<file path="config.mk">
export PLATFORM = sky130hd
export DESIGN_NAME = length_framed_byte_deframer_unit
export DESIGN_NICKNAME = d
export VERILOG_FILES = /design/src/hw/rtl/lfbd_pkg.sv /design/src/hw/rtl/length_framed_byte_deframer_unit.sv
export SDC_FILE = /design/constraint.sdc
export NUM_CORES = 1
export LEC_CHECK = 0
export ABC_AREA = 1
export ABC_CLOCK_PERIOD_IN_PS = 2850
export BUFFER_PORTS_ARGS = -buffer_cell sky130_fd_sc_hd__buf_2
export CORE_MARGIN = 1.5
export CORE_UTILIZATION = 50
export DETAILED_ROUTE_END_ITERATION = 8
export PLACE_DENSITY = 0.71
export SYNTH_ARGS = -nofsm -noshare
export SYNTH_HDL_FRONTEND = slang
export SYNTH_SLANG_ARGS = --single-unit
</file>
<file path="constraint.sdc">
create_clock -name aclk -period 2.85 [get_ports aclk]
set_clock_uncertainty 0.1 [all_clocks]
set_input_delay 0.285 -clock aclk [delete_from_list [all_inputs] [get_ports aclk]]
set_output_delay 0.285 -clock aclk [all_outputs]
set_load 0.05 [all_outputs]
</file>
<file path="src/hw/rtl/lfbd_pkg.sv">
// lfbd_pkg: shared types and constants for the length framed byte deframer
// no dependencies; imported by length_framed_byte_deframer_unit
`default_nettype none

package lfbd_pkg;

    // result kind carried in tuser bits 1:0
    typedef enum logic [1:0] {
        KIND_PAYLOAD = 2'd0,
        KIND_GOOD    = 2'd1,
        KIND_BAD     = 2'd2
    } kind_t;

    // deframer states
    typedef enum logic [1:0] {
        ST_HEAD   = 2'd0,
        ST_LEN_LO = 2'd1,
        ST_LEN_HI = 2'd2,
        ST_BODY   = 2'd3
    } state_t;

    // register word indexes (byte address / 4)
    localparam logic [1:0] REG_HEAD_PATTERN = 2'd0;
    localparam logic [1:0] REG_TAIL_VALUE   = 2'd1;
    localparam logic [1:0] REG_MIN_LENGTH   = 2'd2;
    localparam logic [1:0] REG_MAX_LENGTH   = 2'd3;

    localparam int unsigned BYTE_W   = 8;
    localparam int unsigned LEN_W    = 16;
    localparam int unsigned APB_AW   = 4;
    localparam int unsigned APB_DW   = 32;
    localparam int unsigned TUSER_W  = 8;

    localparam logic [LEN_W-1:0] MIN_LENGTH_RST = 16'd2;
    localparam logic [LEN_W-1:0] MAX_LENGTH_RST = 16'hFFFF;

endpackage

`default_nettype wire

</file>
<file path="src/hw/rtl/length_framed_byte_deframer_unit.sv">
// length_framed_byte_deframer_unit: head / length / tail frame deframer, top level
// depends on lfbd_pkg
//
// Takes one received byte per word and gives at most one result word per byte, at
// a sustained rate of one byte per clock while s_tready is high: each step is a
// single compare-and-count pass from input handshake to result register. The block
// hunts for the HEAD_BYTES-byte head given by head_pattern (first byte in bits 7:0), then reads a
// 16-bit little-endian length L that counts payload plus one tail byte. Lengths of
// zero or outside min_length..max_length send it back to hunting with no result.
// The L-1 following bytes come out as payload (tuser kind 0, first byte flagged,
// last byte with tlast), then the tail byte gives an end word of kind good or bad
// carrying the received tail byte in tdata. A mismatching head byte is consumed
// and not retried as a first head byte. A two-entry output stage (result register
// plus skid register) keeps s_tready registered and lets input continue while a
// result waits. Users must write registers over APB while idle; it is not enforced.
`default_nettype none

module length_framed_byte_deframer_unit #(
    parameter int unsigned HEAD_BYTES = 4
) (
    input  wire logic                              aclk,
    input  wire logic                              aresetn,
    // input stream; tdata: rx_byte[7:0]
    input  wire logic                              s_tvalid,
    output logic                                   s_tready,
    input  wire logic [lfbd_pkg::BYTE_W-1:0]       s_tdata,
    // result stream; tdata: out_byte[7:0]
    output logic                                   m_tvalid,
    input  wire logic                              m_tready,
    output logic [lfbd_pkg::BYTE_W-1:0]            m_tdata,
    // tuser: out_kind[1:0], first_of_frame[2], zero fill [7:3]
    output logic [lfbd_pkg::TUSER_W-1:0]           m_tuser,
    // tlast: last_payload
    output logic                                   m_tlast,
    // configuration port
    input  wire logic                              psel,
    input  wire logic                              penable,
    input  wire logic                              pwrite,
    input  wire logic [lfbd_pkg::APB_AW-1:0]       paddr,
    input  wire logic [lfbd_pkg::APB_DW-1:0]       pwdata,
    output logic [lfbd_pkg::APB_DW-1:0]            prdata,
    output logic                                   pready
);

    import lfbd_pkg::*;

    localparam int unsigned IDX_W = (HEAD_BYTES > 1) ? $clog2(HEAD_BYTES) : 1;
    localparam logic [IDX_W-1:0] IDX_LAST = IDX_W'(HEAD_BYTES - 1);

    // configuration registers
    logic [31:0]        head_pattern_reg;
    logic [BYTE_W-1:0]  tail_value_reg;
    logic [LEN_W-1:0]   min_length_reg;
    logic [LEN_W-1:0]   max_length_reg;

    // frame tracking state
    state_t             state_reg, state_next;
    logic [IDX_W-1:0]   head_idx_reg, head_idx_next;
    logic [BYTE_W-1:0]  len_lo_reg, len_lo_next;
    logic [LEN_W-1:0]   remain_reg, remain_next;
    logic               first_reg, first_next;

    // output stage: result register and skid register
    logic               m_valid_reg;
    logic [BYTE_W-1:0]  m_byte_reg;
    kind_t              m_kind_reg;
    logic               m_first_reg;
    logic               m_last_reg;
    logic               skid_valid_reg;
    logic [BYTE_W-1:0]  skid_byte_reg;
    kind_t              skid_kind_reg;
    logic               skid_first_reg;
    logic               skid_last_reg;

    // result of the current byte
    logic               res_valid;
    kind_t              res_kind;
    logic               res_first;
    logic               res_last;

    logic               s_accept;
    logic               m_take;
    logic               cfg_write;
    logic [1:0]         cfg_idx;
    logic [LEN_W-1:0]   len_full;
    logic               len_bad;
    logic [BYTE_W-1:0]  head_want;

    assign s_tready  = !skid_valid_reg;
    assign s_accept  = s_tvalid && s_tready;
    assign m_take    = m_valid_reg && m_tready;
    assign pready    = 1'b1;
    assign cfg_write = psel && penable && pwrite && pready;
    assign cfg_idx   = paddr[3:2];

    assign head_want = head_pattern_reg[8*head_idx_reg +: 8];
    assign len_full  = {s_tdata, len_lo_reg};
    assign len_bad   = (len_full == '0) || (len_full < min_length_reg)
                       || (len_full > max_length_reg);

    // register writes
    always_ff @(posedge aclk) begin
        if (!aresetn) begin
            head_pattern_reg <= '0;
            tail_value_reg   <= '0;
            min_length_reg   <= MIN_LENGTH_RST;
            max_length_reg   <= MAX_LENGTH_RST;
        end else if (cfg_write) begin
            case (cfg_idx)
                REG_HEAD_PATTERN: head_pattern_reg <= pwdata;
                REG_TAIL_VALUE:   tail_value_reg   <= pwdata[BYTE_W-1:0];
                REG_MIN_LENGTH:   min_length_reg   <= pwdata[LEN_W-1:0];
                REG_MAX_LENGTH:   max_length_reg   <= pwdata[LEN_W-1:0];
                default: ;
            endcase
        end
    end

    // register readback
    always_comb begin
        case (cfg_idx)
            REG_HEAD_PATTERN: prdata = head_pattern_reg;
            REG_TAIL_VALUE:   prdata = {{(APB_DW-BYTE_W){1'b0}}, tail_value_reg};
            REG_MIN_LENGTH:   prdata = {{(APB_DW-LEN_W){1'b0}}, min_length_reg};
            REG_MAX_LENGTH:   prdata = {{(APB_DW-LEN_W){1'b0}}, max_length_reg};
            default:          prdata = '0;
        endcase
    end

    // next state
    always_comb begin
        state_next    = state_reg;
        head_idx_next = head_idx_reg;
        len_lo_next   = len_lo_reg;
        remain_next   = remain_reg;
        first_next    = first_reg;
        case (state_reg)
            ST_HEAD: begin
                if (s_tdata != head_want) begin
                    head_idx_next = '0;
                end else if (head_idx_reg == IDX_LAST) begin
                    head_idx_next = '0;
                    state_next    = ST_LEN_LO;
                end else begin
                    head_idx_next = head_idx_reg + 1'b1;
                end
            end
            ST_LEN_LO: begin
                len_lo_next = s_tdata;
                state_next  = ST_LEN_HI;
            end
            ST_LEN_HI: begin
                if (len_bad) begin
                    state_next = ST_HEAD;
                end else begin
                    remain_next = len_full - 1'b1;
                    first_next  = 1'b1;
                    state_next  = ST_BODY;
                end
            end
            ST_BODY: begin
                if (remain_reg == '0) begin
                    state_next = ST_HEAD;
                end else begin
                    remain_next = remain_reg - 1'b1;
                    first_next  = 1'b0;
                end
            end
            default: state_next = ST_HEAD;
        endcase
    end

    // result of this byte
    always_comb begin
        res_valid = 1'b0;
        res_kind  = KIND_PAYLOAD;
        res_first = 1'b0;
        res_last  = 1'b0;
        case (state_reg)
            ST_BODY: begin
                res_valid = 1'b1;
                if (remain_reg == '0) begin
                    res_kind = (s_tdata == tail_value_reg) ? KIND_GOOD : KIND_BAD;
                end else begin
                    res_first = first_reg;
                    res_last  = (remain_reg == LEN_W'(1));
                end
            end
            default: ;
        endcase
    end

    // state registers
    always_ff @(posedge aclk) begin
        if (!aresetn) begin
            state_reg    <= ST_HEAD;
            head_idx_reg <= '0;
            first_reg    <= 1'b0;
            remain_reg   <= '0;
        end else if (s_accept) begin
            state_reg    <= state_next;
            head_idx_reg <= head_idx_next;
            first_reg    <= first_next;
            remain_reg   <= remain_next;
        end
    end

    always_ff @(posedge aclk) begin
        if (s_accept) begin
            len_lo_reg <= len_lo_next;
        end
    end

    // output stage control
    always_ff @(posedge aclk) begin
        if (!aresetn) begin
            m_valid_reg    <= 1'b0;
            skid_valid_reg <= 1'b0;
        end else if (skid_valid_reg) begin
            if (m_take) begin
                skid_valid_reg <= 1'b0;
            end
        end else if (s_accept && res_valid) begin
            if (m_valid_reg && !m_tready) begin
                skid_valid_reg <= 1'b1;
            end else begin
                m_valid_reg <= 1'b1;
            end
        end else if (m_take) begin
            m_valid_reg <= 1'b0;
        end
    end

    // output stage payload
    always_ff @(posedge aclk) begin
        if (skid_valid_reg) begin
            if (m_take) begin
                m_byte_reg  <= skid_byte_reg;
                m_kind_reg  <= skid_kind_reg;
                m_first_reg <= skid_first_reg;
                m_last_reg  <= skid_last_reg;
            end
        end else if (s_accept && res_valid) begin
            if (m_valid_reg && !m_tready) begin
                skid_byte_reg  <= s_tdata;
                skid_kind_reg  <= res_kind;
                skid_first_reg <= res_first;
                skid_last_reg  <= res_last;
            end else begin
                m_byte_reg  <= s_tdata;
                m_kind_reg  <= res_kind;
                m_first_reg <= res_first;
                m_last_reg  <= res_last;
            end
        end
    end

    assign m_tvalid = m_valid_reg;
    assign m_tdata  = m_byte_reg;
    assign m_tuser  = {{(TUSER_W-3){1'b0}}, m_first_reg, m_kind_reg};
    assign m_tlast  = m_last_reg;

    // skid entry only exists behind a held result
    a_skid_behind_main: assert property (@(posedge aclk) disable iff (!aresetn)
        skid_valid_reg |-> m_valid_reg)
        else $error("skid entry valid while result register empty");

    // end words never carry first or last flags
    a_end_no_flags: assert property (@(posedge aclk) disable iff (!aresetn)
        (m_valid_reg && (m_kind_reg != KIND_PAYLOAD)) |-> (!m_last_reg && !m_first_reg))
        else $error("end word carries a payload flag");

    // tail byte returns to hunting from the first head byte
    a_tail_rehunt: assert property (@(posedge aclk) disable iff (!aresetn)
        (s_accept && (state_reg == ST_BODY) && (remain_reg == '0))
        |=> ((state_reg == ST_HEAD) && (head_idx_reg == '0)))
        else $error("no return to hunting after tail");

    // a rejected length gives no result and restarts hunting
    a_len_reject: assert property (@(posedge aclk) disable iff (!aresetn)
        (s_accept && (state_reg == ST_LEN_HI) && len_bad)
        |=> (state_reg == ST_HEAD))
        else $error("rejected length did not restart hunting");

    // the last payload word is followed by the tail position
    a_last_then_tail: assert property (@(posedge aclk) disable iff (!aresetn)
        (s_accept && res_valid && res_last) |=> ((state_reg == ST_BODY) && (remain_reg == '0)))
        else $error("last payload not followed by tail position");

endmodule

`default_nettype wire
</file>
==> summary.txt, run 1 <==
outcome - finished, final reports clean
top-count cell post-synth - nand2_1
Lkg Pwr - 3.789 nW
Largest stage delay, worst path - 0.35 ns
slowest stage cell, crit path - edfxtp_1
hold buffers post-CTS - 0
sw power - 1.112 mW
placed instance count - 1238
Slew headroom - 36.96%
WL final - 19.34 mm
Synth area leader - dfxtp_1
RSZ-0062 raised after global routing - no
required time of the critical path - 3.06 ns
Std-Cell Rows - 43
critical path, cell by cell - inv_1 -> ha_1 -> nand2_1 -> nor2_1 -> nand4_2 -> nor2_1 -> nand3_1 -> nand3_2 -> nand2_2 -> buf_4 -> a21oi_1 -> nor2_1
initial antenna violation count - 0
post-CTS sizing - 0
first-pass GRT wire length - 31.52 mm
Buf+Inv Stages, Crit Path - 2
I/O Pins - 103
max_cap viols - 0
IR drop worst, VDD - 0.0004029 V
Power Internal - 3.285 mW
DR pass1 iterations - 5
total CTS buffers - 17
FMAX - 411.5 MHz
CP most frequent cell - nor2_1
pins over their slew limit - 0
number of diodes - 0
Syn Inst Count - 994
Post-synth EDFFs - 32
initial core utilization - 51.51%
antenna-violating nets left - 0
max reg flops - 32
CTS H-Tree Depth - 4
post-synth top area share - 26.49%
DR DRC count - 0
P per Cell Area - 527.8 mW/mm^2
number of port buffers - 94
via density per instance - 5.340
wire per inst - 15.23 um
Synth top cells by count - nand2_1 (202), nor2_1 (149), inv_1 (103)
clock root buffer - clkbuf_16
total die area - 0.01508 mm^2
filler instances - 1321
Area growth syn-to-layout - 16.05%
Clock Sinks - 127
min cycle time layout - 2.430 ns
YS warnings - 0
Area contributors post-synth - dfxtp_1 (26%), edfxtp_1 (13%), nand2_1 (11%), nor2_1 (7.8%), o21ai_0 (6.4%)
final setup margin - 0.4196 ns
TNS Setup - 0 ns
CP top delay family - simple AND/OR/NAND/NOR gates
Hold Violations, Final - 0
crit-path max FO - 12
CP startpoint kind - flop
crit share post-route - 85.28%
fraction of layout cells with a size suffix above 1 - 15.32%
Hold Path Class - in -> reg
Syn Area/Cell - 7.221 um^2
Worst Setup Path Type - reg -> reg
Synth Cell Area - 0.007178 mm^2
Post-synth top flop - dfxtp_1
Die W - 122.8 um
vias - 6782
synthesized flop and latch total - 127
post-layout net count - 1163
remaining global-route overflow - 0
area of the multi-input gates - 0.003655 mm^2
vias in the first global route - 6293
CTS tree - built
share of the yosys chip area belonging to registers - 39.88%
drt first-iter violations - 517
pin count of the biggest net entering global routing - 58
Clk Latency, worst-skew pair - 0.43 ns
Seq pwr share - 42.8%
non-filler cells in the finished layout - 1270
register area - 0.002863 mm^2
core box area - 0.01393 mm^2
RePlAce Congestion - 0.8749
Clock Path Buffers - 2
Die Y - 122.8 um
fraction of power spent switching nets - 25.29%
combinational share of power - 9.4%
HPWL Detailed - 14.09 mm
Clock Power Share - 47.8%
postcts setup bufs - 0
Critical Path AT - 2.64 ns
endpoints failing setup - 0
Cell variety after synth - 37
Clock Pin Slew Worst Setup and Hold Paths - 0.05 ns
fraction of registers with async set/reset - 0%
Final Util - 59.78%
CP Capture Type - flop
Worst Tran Pin Value - 0.9445 ns
Place WS - 0.4519 ns
Total GRT Usage - 27.44%
[cells in the final DEF, fill, tap and decap left out, drive strengths merged, types with 20 or more instances in the layout]
master | synthesis | routed
a21oi | 71 | 71
buf | 23 | 111
clkbuf | 28 | 20
dfxtp | 95 | 95
edfxtp | 32 | 32
ha | 35 | 35
inv | 107 | 109
nand2 | 207 | 207
nand3 | 59 | 59
nor2 | 157 | 157
o21ai | 92 | 92
[power groups by stage]
| stage | clock [mW] | sequential, mW | combinational [mW] |
|---|---|---|---|
| 2_1_floorplan | 0 | 1.91 | 0.272 |
| 3_3_place_gp | 0 | 1.92 | 0.400 |
| 3_5_place_dp | 0 | 1.92 | 0.405 |
| 4_1_cts | 2.13 | 1.88 | 0.407 |
| 5_1_grt | 2.20 | 1.88 | 0.448 |
| 6_report | 2.10 | 1.88 | 0.411 |
[layer usage]
metal / wire (um) / vias to the layer above / global-route usage (%)
met5: 0 / - / 0
met4: 479 / 0 / 11.34
met3: 1520 / 37 / 5.669
met2: 8495 / 228 / 41.70
met1: 8847 / 3102 / 37.90
li1: - / 3415 / -
[tightest hold or removal path, delay by kind of cell]
kind / cells / cell delay, ns
AO/OA/AOI/OAI: 1 / 0.06
buffers and inverters: 1 / 0.10
AND/OR/NAND/NOR: 1 / 0.05
[final cells by class]
type	instances	share of cell area [%]
clock buffer	20	5.362
timing repair buffer	111	7.330
sequential	127	34.36
inverter	110	4.956
clock inverter	12	1.412
tap	180	2.704
multi-input combinational	710	43.87
[kinds of logic after synthesis]
group	after synthesis	synth area share, %
compound gates	201	15.58
xor+xnor	24	2.928
fa+ha+maj	35	6.101
buf+inv	161	9.447
flops	127	39.88
mux	1	0.1395
other cells	2	0.1046
simple gates	443	25.81
[per-stage QoR]
step	hold slack, ns	total power, mW	cell area [um^2]
6_report	0.01171	4.397	8330
5_1_grt	0.02183	4.534	8330
4_1_cts	0.001806	4.416	8330
3_5_place_dp	0.3635	2.326	7766
3_3_place_gp	0.3501	2.320	7766
2_1_floorplan	0.2839	2.187	7193
[worst paths after layout]
check	from	endpoint	slack, ns	cells after the start
max	len_lo_reg[0]$_DFFE_PP_	remain_reg[14]$_SDFFE_PN0P_	0.42	12
min	pwdata[13]	max_length_reg[13]$_SDFFE_PN1P_	0.01	3
min reg2reg	head_pattern_reg[29]$_SDFFE_PN0P_	head_pattern_reg[29]$_SDFFE_PN0P_	0.37	2
max reg2reg	len_lo_reg[0]$_DFFE_PP_	remain_reg[14]$_SDFFE_PN0P_	0.42	12
Note: power is estimated with default switching activity, not from simulation.
==> run 2: changes to the inputs <==
- CORE_UTILIZATION: 50 -> 56
- PLACE_DENSITY: 0.71 -> 0.78
==> run 2 against run 1 <==
Against the previous run: critical path depth increased by 1; register-to-register slack about the same; cell count down 0.63%; sequential share of layout area is essentially flat.
==> summary.txt, run 2 (synthesis gave the netlist of run 1 again) <==
outcome - finished, final reports clean (unchanged)
Std-Cell Rows - 41 (was 43)
CP Capture Type - flop (unchanged)
initial core utilization - 57.11% (was 51.51%)
first-pass GRT wire length - 30.44 mm (was 31.52 mm)
Power Internal - 3.322 mW (was 3.285 mW)
RSZ-0062 raised after global routing - no (unchanged)
total CTS buffers - 17 (unchanged)
RePlAce Congestion - 0.9063 (was 0.8749)
P per Cell Area - 524.5 mW/mm^2 (was 527.8 mW/mm^2)
Lkg Pwr - 3.796 nW (was 3.789 nW)
clock root buffer - clkbuf_16 (unchanged)
remaining global-route overflow - 0 (unchanged)
IR drop worst, VDD - 0.0005693 V (was 0.0004029 V)
Die Y - 116.2 um (was 122.8 um)
Seq pwr share - 43.1% (was 42.8%)
antenna-violating nets left - 0 (unchanged)
DR pass1 iterations - 5 (unchanged)
commonest non-fill, non-tap cell in the layout - nand2_1 (unchanged)
Slew headroom - 43.24% (was 36.96%)
vias in the first global route - 6209 (was 6293)
crit-path max FO - 17 (was 12)
core box area - 0.01257 mm^2 (was 0.01393 mm^2)
max_cap viols - 0 (unchanged)
pins over their slew limit - 0 (unchanged)
HPWL Detailed - 13.55 mm (was 14.09 mm)
number of port buffers - 94 (unchanged)
Hold Path Class - in -> reg (unchanged)
worst hold margin - 0.02800 ns (was 0.01171 ns)
post-layout net count - 1163 (unchanged)
filler instances - 1086 (was 1321)
final instance area - 0.008332 mm^2 (was 0.008330 mm^2)
combinational share of power - 9.3% (was 9.4%)
required time of the critical path - 3.09 ns (was 3.06 ns)
Total GRT Usage - 29.56% (was 27.44%)
initial antenna violation count - 0 (unchanged)
Worst Tran Pin Value - 0.8504 ns (was 0.9445 ns)
FMAX - 412.1 MHz (was 411.5 MHz)
Clock Sinks - 127 (unchanged)
Worst Setup Path Type - reg -> reg (unchanged)
endpoints failing setup - 0 (unchanged)
Final Util - 66.29% (was 59.78%)
TNS Setup - 0 ns (unchanged)
Critical Path AT - 2.67 ns (was 2.64 ns)
pin count of the biggest net entering global routing - 59 (was 58)
CTS H-Tree Depth - 4 (unchanged)
fraction of power spent switching nets - 24.00% (was 25.29%)
Die W - 116.2 um (was 122.8 um)
DR DRC count - 0 (unchanged)
Pwr Total - 4.370 mW (was 4.397 mW)
most frequent cells in the layout - nand2_1 (202), nor2_1 (148), inv_1 (103), dfxtp_1 (95), buf_2 (94) (unchanged)
Placed Area - 0.007756 mm^2 (was 0.007766 mm^2)
vias - 6759 (was 6782)
I/O Pins - 103 (unchanged)
Clock Path Buffers - 2 (unchanged)
Area growth syn-to-layout - 16.07% (was 16.05%)
WL final - 18.52 mm (was 19.34 mm)
postcts setup bufs - 0 (unchanged)
sw power - 1.049 mW (was 1.112 mW)
placed instance count - 1230 (was 1238)
crit share post-route - 85.15% (was 85.28%)
CP startpoint kind - flop (unchanged)
Place WS - 0.4806 ns (was 0.4519 ns)
number of diodes - 0 (unchanged)
non-filler cells in the finished layout - 1262 (was 1270)
drt first-iter violations - 545 (was 517)
final setup margin - 0.4232 ns (was 0.4196 ns)
Clock Power Share - 47.6% (was 47.8%)
Clk Latency, worst-skew pair - 0.42 ns (was 0.43 ns)
Hold Violations, Final - 0 (unchanged)
post-CTS sizing - 0 (unchanged)
via density per instance - 5.356 (was 5.340)
wire per inst - 14.68 um (was 15.23 um)
fraction of layout cells with a size suffix above 1 - 15.14% (was 15.32%)
total die area - 0.01351 mm^2 (was 0.01508 mm^2)
CTS tree - built (unchanged)
Clock Pin Slew Worst Setup and Hold Paths - 0.05 ns (about the same)
min cycle time layout - 2.427 ns (was 2.430 ns)
hold buffers post-CTS - 0 (unchanged)
max reg flops - 32 (unchanged)
## run 2: changes by cell type in the layout (fill, tap and decap cells not counted)
cell        before  now
clkbuf_16       17   18
clkinvlp_4       1    0
clkbuf_8         1    4
clkbuf_1         2    4
bufinv_16        2    1
inv_6            1    0
inv_4            1    0
clkinv_2         7    5
## run 2: critical path: stages, from the launching register on
cell	delay, ns
edfxtp_1	0.42
inv_1	0.10
ha_1	0.19
nand2_1	0.08
nor2_1	0.26
nand4_2	0.18
nor2_1	0.11
nand3_1	0.12
nand3_2	0.15
nand2_2	0.19
buf_12	0.22
nand3_1	0.06
nand2_1	0.05
nor2_1	0.11
## run 2: cell type report
| type | instances | area [um^2] | area share [%] |
|---|---|---|---|
| clock inverter | 6 | 55.05 | 0.6608 |
| clock buffer | 26 | 520.5 | 6.247 |
| sequential | 127 | 2863 | 34.36 |
| timing repair buffer | 111 | 610.6 | 7.328 |
| multi-input combinational | 710 | 3655 | 43.87 |
| inverter | 110 | 412.9 | 4.956 |
| tap | 172 | 215.2 | 2.583 |
## run 2: worst paths after layout
path / startpoint / to / slack (ns) / depth (start not counted)
hold / removal: pwdata[13] / max_length_reg[13]$_SDFFE_PN1P_ / 0.03 / 3
setup reg to reg: len_lo_reg[1]$_DFFE_PP_ / remain_reg[8]$_SDFFE_PN0P_ / 0.42 / 13
hold reg to reg: head_pattern_reg[20]$_SDFFE_PN0P_ / head_pattern_reg[20]$_SDFFE_PN0P_ / 0.37 / 2
setup / recovery: len_lo_reg[1]$_DFFE_PP_ / remain_reg[8]$_SDFFE_PN0P_ / 0.42 / 13
## run 2: power groups by stage
stage               clock network (mW)  logic (mW)  registers (mW)
floorplan                            0       0.272            1.91
global placement                     0       0.395            1.92
detailed placement                   0       0.400            1.92
CTS                               2.10       0.403            1.88
global route                      2.18       0.448            1.88
finish                            2.08       0.408            1.88
## run 2: routing by layer
metal	part of all wire (%)	global-route usage (%)
met2	45	46.51
met4	3.1	12.52
met1	43	39.26
met5	0	0
met3	8.8	6.798
==> run 3: changes to the inputs <==
- CTS_BUF_LIST: not set -> sky130_fd_sc_hd__clkbuf_4 sky130_fd_sc_hd__clkbuf_8
==> run 3 against run 2 <==
Against the previous run: critical path depth unchanged; global-route usage increased by 0.096 points; final area shrank 0.74%; critical path type unchanged; register-to-register slack gained 0.04 ns.
==> summary.txt, run 3 (synthesis gave the netlist of run 1 again) <==
crit share post-route - 83.60% (was 85.15%)
I/O Pins - 103 (unchanged)
Place WS - 0.4806 ns (unchanged)
core box area - 0.01257 mm^2 (unchanged)
required time of the critical path - 3.11 ns (was 3.09 ns)
register area - 0.002863 mm^2 (unchanged)
total CTS buffers - 17 (unchanged)
total die area - 0.01351 mm^2 (unchanged)
area of the multi-input gates - 0.003655 mm^2 (unchanged)
slowest stage cell, crit path - edfxtp_1 (unchanged)
TNS Setup - 0 ns (unchanged)
hold path startpoint - pwdata[25] (was pwdata[13])
first-pass GRT wire length - 30.38 mm (was 30.44 mm)
DR DRC count - 0 (unchanged)
Largest stage delay, worst path - 0.35 ns (was 0.42 ns)
Total GRT Usage - 29.66% (was 29.56%)
Critical Path AT - 2.64 ns (was 2.67 ns)
R2R Path End - remain_reg[11]$_SDFFE_PN0P_ (was remain_reg[8]$_SDFFE_PN0P_)
Clock Sinks - 127 (unchanged)
wire per inst - 14.74 um (was 14.68 um)
min cycle time layout - 2.383 ns (was 2.427 ns)
initial core utilization - 57.11% (unchanged)
antenna-violating nets left - 0 (unchanged)
CTS tree - built (unchanged)
P per Cell Area - 470.4 mW/mm^2 (was 524.5 mW/mm^2)
pin count of the biggest net entering global routing - 59 (unchanged)
clock root buffer - clkbuf_8 (was clkbuf_16)
via density per instance - 5.393 (was 5.356)
outcome - finished, final reports clean (unchanged)
IR drop worst, VDD - 0.0003987 V (was 0.0005693 V)
Die W - 116.2 um (unchanged)
initial antenna violation count - 0 (unchanged)
R2R Setup Slk - 0.47 ns (was 0.42 ns)
drt first-iter violations - 607 (was 545)
filler instances - 1095 (was 1086)
final setup margin - 0.4673 ns (was 0.4232 ns)
endpoints failing setup - 0 (unchanged)
most frequent cells in the layout - nand2_1 (202), nor2_1 (148), inv_1 (103), dfxtp_1 (95), buf_2 (94) (unchanged)
final instance area - 0.008270 mm^2 (was 0.008332 mm^2)
Final Util - 65.80% (was 66.29%)
DR pass1 iterations - 8 (was 5)
vias in the first global route - 6238 (was 6209)
CP most frequent cell - nand2_1 (was nor2_1)
CTS H-Tree Depth - 4 (unchanged)
Clock Path Buffers - 2 (unchanged)
fraction of layout cells with a size suffix above 1 - 15.35% (was 15.14%)
number of port buffers - 94 (unchanged)
R2R Path Start - len_lo_reg[0]$_DFFE_PP_ (was len_lo_reg[1]$_DFFE_PP_)
Lkg Pwr - 3.771 nW (was 3.796 nW)
Detail Route met2 WL - 8.343 mm (was 8.301 mm)
top layer reached by signal wires - met4 (unchanged)
worst-case reg-to-reg path depth - 13 (unchanged)
max_cap viols - 0 (unchanged)
Clk Latency, worst-skew pair - 0.45 ns (was 0.42 ns)
M1 WL - 8.220 mm (was 8.014 mm)
Hold Path Class - in -> reg (unchanged)
FMAX - 419.7 MHz (was 412.1 MHz)
WL final - 18.76 mm (was 18.52 mm)
RSZ-0062 raised after global routing - no (unchanged)
Std-Cell Rows - 41 (unchanged)
crit-path max FO - 13 (was 17)
pins over their slew limit - 0 (unchanged)
Die Y - 116.2 um (unchanged)
number of diodes - 0 (unchanged)
DR WL met3 - 1.614 mm (was 1.628 mm)
Clock Pin Slew Worst Setup and Hold Paths - 0.07 ns (was 0.05 ns)
RePlAce Congestion - 0.9063 (unchanged)
CP startpoint kind - flop (unchanged)
Placed Area - 0.007756 mm^2 (unchanged)
Pwr Total - 3.891 mW (was 4.370 mW)
critical path, cell by cell - inv_1 -> ha_1 -> nand2_1 -> nor2_1 -> nand4_2 -> nor2_1 -> nand3_1 -> nand3_2 -> nand2_2 -> nand2_1 -> nand2_1 -> nand2_1 -> nor2_1 (was inv_1 -> ha_1 -> nand2_1 -> nor2_1 -> nand4_2 -> nor2_1 -> nand3_1 -> nand3_2 -> nand2_2 -> buf_12 -> nand3_1 -> nand2_1 -> nor2_1)
Worst Tran Pin Value - 0.8631 ns (was 0.8504 ns)
post-CTS sizing - 0 (unchanged)
remaining global-route overflow - 0 (unchanged)
CP Capture Type - flop (unchanged)
Hold Violations, Final - 0 (unchanged)
Worst Setup Path Type - reg -> reg (unchanged)
Area growth syn-to-layout - 15.22% (was 16.07%)
commonest non-fill, non-tap cell in the layout - nand2_1 (unchanged)
Hold Path Cell Cnt - 3 (unchanged)
HPWL Detailed - 13.55 mm (unchanged)
vias - 6865 (was 6759)
max reg flops - 32 (unchanged)
WHS Endpoint - head_pattern_reg[25]$_SDFFE_PN0P_ (was max_length_reg[13]$_SDFFE_PN1P_)
post-layout net count - 1174 (was 1163)
Slew headroom - 42.40% (was 43.24%)
-- run 3: changes by cell type in the layout (fill, tap and decap cells not counted), sizes merged --
cell | before | now
dlygate4sd3 | 0 | 11
clkbuf | 26 | 25
bufinv | 1 | 2
-- run 3: stage by stage --
step	std cells	hold WS, ns
6_report	1273	0.01487
5_1_grt	1273	0.01950
3_5_place_dp	1230	0.3662
3_3_place_gp	1230	0.3582
4_1_cts	1273	0.0002756
2_1_floorplan	998	0.2839
-- run 3: report_power, final --
group | leakage [nW] | internal (mW) | switching [mW]
logic | 2.50 | 0.127 | 0.293
registers | 1.05 | 1.87 | 0.0153
clock network | 0.217 | 0.901 | 0.688
-- run 3: how the worst max path moves through the flow --
stage,from,end,slack [ns],cells after the start
finish,len_lo_reg[0]$_DFFE_PP_,remain_reg[11]$_SDFFE_PN0P_,0.47,13
global route,len_lo_reg[0]$_DFFE_PP_,remain_reg[8]$_SDFFE_PN0P_,0.24,12
CTS,len_lo_reg[0]$_DFFE_PP_,remain_reg[8]$_SDFFE_PN0P_,0.49,13
detailed placement,s_tdata[6],remain_reg[0]$_SDFFE_PN0P_,0.48,12
global placement,s_tdata[6],remain_reg[0]$_SDFFE_PN0P_,0.53,12
floorplan,paddr[3],prdata[17],0.79,5
-- run 3: layer usage --
layer | global-route usage, % | vias to the layer above
li1 | - | 3436
met1 | 39.48 | 3069
met2 | 46.20 | 314
met3 | 6.487 | 46
met4 | 13.82 | 0
met5 | 0 | -
-- run 3: critical path, delay by kind of cell (launching register included) --
family | cells | cell delay [ns]
fa+ha+maj | 1 | 0.22
flops | 1 | 0.35
buf+inv | 1 | 0.15
simple gates | 11 | 1.48
-- run 3: timing repair --
item	in CTS	in global routing
setup buffers	0	0
hold buffers	11	0
endpoints found under the hold margin	15	0
setup endpoints to repair	0	0
-- run 3: final cells by class --
cell class / instances / area share (%)
clock buffer: 25 / 3.858
sequential: 127 / 34.61
tap: 172 / 2.602
clock inverter: 7 / 1.029
inverter: 110 / 4.992
multi-input combinational: 710 / 44.19
timing repair buffer: 122 / 8.714
